### src/design/ais_pkg.sv
// ----------------------------------------------------------------------------
// ais_pkg
// Shared types for the ascending integer sorter: the cell slot and the
// controller state encoding.
// ----------------------------------------------------------------------------
package ais_pkg;

	localparam int unsigned VALUE_W = 32;

	// One slot of the cell chain: a value and its occupancy flag.
	typedef struct packed {
		logic                      vld;
		logic signed [VALUE_W-1:0] val;
	} slot_t;

	// Control handed to every cell.
	typedef struct packed {
		logic shift;   // drain: take the right neighbor's held slot
	} cell_ctl_t;

	typedef enum logic [1:0] {
		ST_FILL,
		ST_SETTLE,
		ST_DRAIN
	} ais_state_t;

endpackage

### src/design/ais_cell.sv
// ----------------------------------------------------------------------------
// ais_cell
// One insertion cell. Keeps the smaller of its held value and the arriving
// value, and passes the larger one to the right on the next cycle. In drain
// it loads its right neighbor's held slot.
// ----------------------------------------------------------------------------
module ais_cell
	import ais_pkg::*;
(
	input  logic      clk,
	input  logic      arst_n,
	input  cell_ctl_t ctl,
	input  slot_t     carry_in,
	input  slot_t     right_held,
	output slot_t     carry_out,
	output slot_t     held
);

	logic                      held_vld_q;
	logic                      carry_vld_q;
	logic signed [VALUE_W-1:0] held_val_q;
	logic signed [VALUE_W-1:0] carry_val_q;

	always_ff @(posedge clk or negedge arst_n) begin
		if (!arst_n) begin
			held_vld_q  <= 1'b0;
			carry_vld_q <= 1'b0;
		end else begin
			carry_vld_q <= 1'b0;
			if (ctl.shift) begin
				held_vld_q <= right_held.vld;
			end else if (carry_in.vld) begin
				if (!held_vld_q) begin
					held_vld_q <= 1'b1;
				end else begin
					carry_vld_q <= 1'b1;
				end
			end
		end
	end

	// Payload, no reset
	always_ff @(posedge clk) begin
		if (ctl.shift) begin
			held_val_q <= right_held.val;
		end else if (carry_in.vld) begin
			if (!held_vld_q) begin
				held_val_q <= carry_in.val;
			end else if (carry_in.val < held_val_q) begin
				held_val_q  <= carry_in.val;
				carry_val_q <= held_val_q;
			end else begin
				carry_val_q <= carry_in.val;
			end
		end
	end

	assign held      = '{vld: held_vld_q, val: held_val_q};
	assign carry_out = '{vld: carry_vld_q, val: carry_val_q};

endmodule
### config.mk
export PLATFORM = sky130hd
export DESIGN_NAME = ais_cell
export DESIGN_NICKNAME = d
export VERILOG_FILES = /design/src/design/ais_pkg.sv /design/src/design/ais_cell.sv
export SDC_FILE = /design/constraint.sdc
export NUM_CORES = 1
export LEC_CHECK = 0
export ABC_AREA = 1
export BUFFER_PORTS_ARGS = -buffer_cell sky130_fd_sc_hd__buf_2
export CORE_MARGIN = 2
export CORE_UTILIZATION = 54
export CTS_CLUSTER_DIAMETER = 100
export DETAILED_ROUTE_END_ITERATION = 8
export PLACE_DENSITY = 0.95
export SLEW_MARGIN = 20
export SYNTH_ARGS = -nofsm -noshare
export SYNTH_HDL_FRONTEND = slang
export SYNTH_SLANG_ARGS = --single-unit
### constraint.sdc
create_clock -name clk -period 4.96 [get_ports clk]
set_clock_uncertainty 0.1 [all_clocks]
set_input_delay 0 -clock clk [delete_from_list [all_inputs] [get_ports clk]]
set_output_delay 0 -clock clk [all_outputs]
set_load 0.02 [all_outputs]
# Yosys cells after proc, flatten, opt, wreduce, memory -nomap -nowiden
# Index checks and enable logic that the tools add are counted.
# word_totals
regBits,66
latch_bits,0
mem_bits_rw,0
mem_bits_ro,0
out_inout_bits,66
word_cells,20
n_memories,0
# classes
n_addsub,0
mul,0
n_div,0
order_cmp,1
n_eq_ne,1
shift,0
muxes,10
bitwise,1
reduce_logical,3
# op_table
cell,count
$mux 32,5
$lt 32x32->1,1
$mux 1,5
$ne 3x2->1 const B,1
$reduce_and 3->1,1
$reduce_and 2->1,1
$reduce_bool 2->1,1
$not 1->1,1

# Logic depth before layout (Yosys ltp)
# depth
word_depth,5
ltp_mapped,17
ltp_nobuf,16

# Worst setup path before layout
# No wires, ideal clock.
# synth_path
path_kind,reg-to-reg
start,register held_val_q[5]
end,register held_val_q[0] (enable)
setup_ps,387
arrival_ps,2263
required_ps,4473
setup_slack_ps,2210
path_stages_with_launch,14
n_path_buf,0
path_cell_list,edfxtp_1 -> inv_1 -> ha_1 -> a21oi_1 -> nor2_1 -> nor3_1 -> nand2_1 -> nand2_1 -> nand2_1 -> nand2_2 -> nand3_1 -> nand3_1 -> nand2_1 -> inv_1
# synth_between
elab_chain_len,3
# synth_rtl
element,line_no,text
"start, declared",ais_cell.sv:21,logic signed [VALUE_W-1:0] held_val_q;
"start signal, assigned",ais_cell.sv:45,held_val_q <= right_held.val;
"start signal, assigned",ais_cell.sv:48,held_val_q <= carry_in.val;
"start signal, assigned",ais_cell.sv:50,held_val_q <= carry_in.val;
$lt 32x32->1,ais_cell.sv:49,end else if (carry_in.val < held_val_q) begin
$ne 3x2->1 (no source line),n/a,
$reduce_and 2->1 (no source line),n/a,
# No other way between the ends.
# A chain may end at the register's enable or synchronous reset.

# Worst setup path after layout
# layout_path
start,register held_val_q[5]
end,register held_val_q[13] (enable)
# The elaborated chain is that of the path after synthesis.

==> summary.md <==
| Metric | Value |
|---|---|
| Outcome | `finished clean` |
| Worst ir drop on vdd | `174 uV` |
| Core box area | `6790 um^2` |
| Worst Reg2Reg Path Length in Cells | `14` |
| Min-Delay Path Class | `in2reg` |
| Top post-synthesis cells by area | `edfxtp_1, nand2_1, ha_1, inv_1, nand2_2` |
| Relative slew slack | `25.9%` |
| CP Launch Type | `flop` |
| Pre-CTS setup slack | `1.92 ns` |
| Crit-path slowest cell | `inv_1` |
| WHS Endpoint | `carry_val_q[31]$_DFFE_PP_` |
| Power density cells | `307 nW/um^2` |
| Die Span X | `87.6 um` |
| Final worst slack | `1.85 ns` |
| Post-synth top area cell | `edfxtp_1` |
| Reg-to-reg slack, setup | `1.85 ns` |
| Final ANT Viol Nets | `0` |
| DR WL/cell | `16.2 um` |
| Setup violators final | `0` |
| Yosys warns | `0` |
| CTS tree | `yes` |
| Hold Vio Cnt, Final | `0` |
| Die area | `7670 um^2` |
| Syn nets | `525` |
| Gpl congestion | `0.870` |
| Post-synth EDFFs | `64` |
| Nets | `754` |
| Clk root buf | `clkbuf_8` |
| Pin count of the biggest net entering global routing | `40` |
| Sequential fraction of the synthesis area | `52.3%` |
| Iter 0 DRT Violations | `217` |
| Port bufs | `134` |
| LEAKAGE | `2.87 nW` |
| Syn_area_per_cell | `8.87 um^2` |
| Hold_sp | `carry_in[31]` |
| CP cell instances | `inv_1, ha_1, a21oi_1, nor2_1, nor3_1, nand2_1, nand2_1, nand2_1, nand2_2, nand3_1, nand3_1, nand2_1, inv_1, buf_4` |
| Gr busiest metal | `met2` |
| Max cap viols | `0` |
| IO Count | `135` |
| Post-Synthesis Cells | `425` |
| Count leader, synth | `nand2_1` |
| GRT Resource Usage Total | `32.6%` |
| Via count | `3878` |
| CP dominant cell by count | `nand2_1` |
| Fill cells | `368` |
| Met2 usage | `60.3%` |
| Vias/cell | `5.12` |
| Starting density of the core | `55.5%` |
| CP max stage delay | `0.53 ns` |
| Dpl hpwl | `6500 um` |
| Prevailing post-synth register cell | `edfxtp_1` |
| Minimum clock period after layout | `3.11 ns` |
| Period utilisation layout | `62.8%` |
| First-pass GRT wire length | `18600 um` |
| Htree depth | `3` |
| Crit path required time | `4.90 ns` |
| Clk sink count | `66` |
| Top cells by count, synth | `nand2_1, edfxtp_1, inv_1` |
| Worst reg2reg startpoint | `held_val_q[5]$_DFFE_PP_` |
| Met1 Resource Use GR | `34.3%` |
| Synthesized cell area | `3770 um^2` |
| Clock tree buffer depth | `2` |
| Post-synth ARST share | `3.03%` |
| Clk_lat worst skew | `0.36 ns` |
| Vias in the first global route | `4012` |
| DRT Pass-1 Iters | `5` |
| Netlist cell types | `20` |
| Fin Setup TNS | `0 ns` |
| Yosys reg bits | `66` |
| Cts bufs inserted | `9` |
| CP max FO | `17` |
| Post-CTS sizing | `0` |
| Fin util | `82.6%` |
| Worst slew pin tran | `1.11 ns` |
| Worst reg2reg path endpoint | `held_val_q[13]$_DFFE_PP_` |
| Core Rows | `30` |
| Remaining DRCs | `0` |
| Die Y | `87.6 um` |
| Crit end category | `flop` |
| Hold Path Cell Cnt | `3` |
| Initial antenna violation count | `2` |
| Worst setup path category | `reg2reg` |
| Crit path DAT | `3.05 ns` |
| Max Clock Freq | `0.321 GHz` |
| Synth top area share | `51.0%` |
| Post-Route WL | `12300 um` |
| Total chip power | `1.72 mW` |
| Total grt overflow | `0` |
| Layout cell share with drive strength beyond 1 | `26.7%` |
| RSZ-0062 raised after global routing | `no` |
| Area delta synth->final | `48.8%` |
| Final Max Tran Viols | `0` |
| GR Layer Usage met3 | `4.71%` |
| Worst-path clk slew | `0.07 ns` |
## area by class of cell
type	instances	area, um^2	share of cell area (%)
Antenna cell	2	5.00	0.0892
Timing Repair Buffer	233	1660	29.6
Clock buffer	15	156	2.79
Inverter	45	169	3.01
Sequential cell	66	1970	35.1
Multi-Input combinational cell	299	1530	27.2
Clock inverter	1	5.00	0.0892
Tap cell	96	120	2.14
## metrics by stage
step | instance area (um^2) | hold slack, ns | std cells
floorplan | 3770 | -0.396 | 425
global placement | 4460 | -0.307 | 641
detailed placement | 4460 | -0.310 | 641
CTS | 5610 | 0.0164 | 755
global route | 5610 | 0.0346 | 757
finish | 5610 | 0.0240 | 757
## how the worst max path moves through the flow
stage,depth (start not counted),from,end
after floorplan,13,held_val_q[5]$_DFFE_PP_,held_val_q[0]$_DFFE_PP_
after global placement,12,held_val_q[19]$_DFFE_PP_,held_val_q[0]$_DFFE_PP_
after detailed placement,14,held_val_q[5]$_DFFE_PP_,held_val_q[1]$_DFFE_PP_
after CTS,14,held_val_q[5]$_DFFE_PP_,held_val_q[12]$_DFFE_PP_
after global routing,14,held_val_q[5]$_DFFE_PP_,held_val_q[14]$_DFFE_PP_
final,14,held_val_q[5]$_DFFE_PP_,held_val_q[13]$_DFFE_PP_
## critical path, delay by kind of cell, from the launching register on
kind / cells / cell delay, ns
buffers and inverters: 3 / 1.00
and+or+nand+nor: 9 / 0.85
DFF: 1 / 0.44
adders and majority gates: 1 / 0.24
AOI/OAI and AO/OA: 1 / 0.16
## repair_timing
action	in CTS	in global routing
hold endpoints to repair	67	0
buffers inserted	0	0
hold buffers	98	0
## per-layer routing
metal | vias to the layer above | part of all wire, % | wire length (um)
li1 | 1808 | - | -
met1 | 1813 | 36 | 4370
met2 | 213 | 54 | 6570
met3 | 44 | 6.5 | 801
met4 | 0 | 4.3 | 527
met5 | - | 0 | 0
## where the power goes
part           switching (mW)  internal, mW
Combinational           0.362         0.217
Clock                   0.205         0.196
Sequential             0.0383         0.706
Total                   0.606          1.12
## sequential cells by signal (all words and copies together) (netlist names)
name / flops
held_vld_q: 1
carry_vld_q: 1
held_val_q: 32
carry_val_q: 32
## layout by cell type, fill, tap and decap left out, types with 6 or more instances in the layout
cell type	count
nand2_1	196
dlygate4sd3_1	98
nor2_1	12
clkbuf_8	10
a21oi_1	14
buf_2	134
ha_1	31
nand2_2	24
edfxtp_1	64
inv_1	45
o21ai_0	6
nand3_1	6
## kinds of logic (layout without fill, tap and decap cells)
kind of cell,Yosys count,in the layout,synth area share [%]
AND/OR/NAND/NOR,246,246,26.9
buffers and inverters,60,294,7.46
AO/OA/AOI/OAI,22,22,3.02
other,0,2,0
adder cells (fa/ha/maj),31,31,10.3
flip-flops,66,66,52.3
No activity file was read; power rests on OpenSTA's default activity.
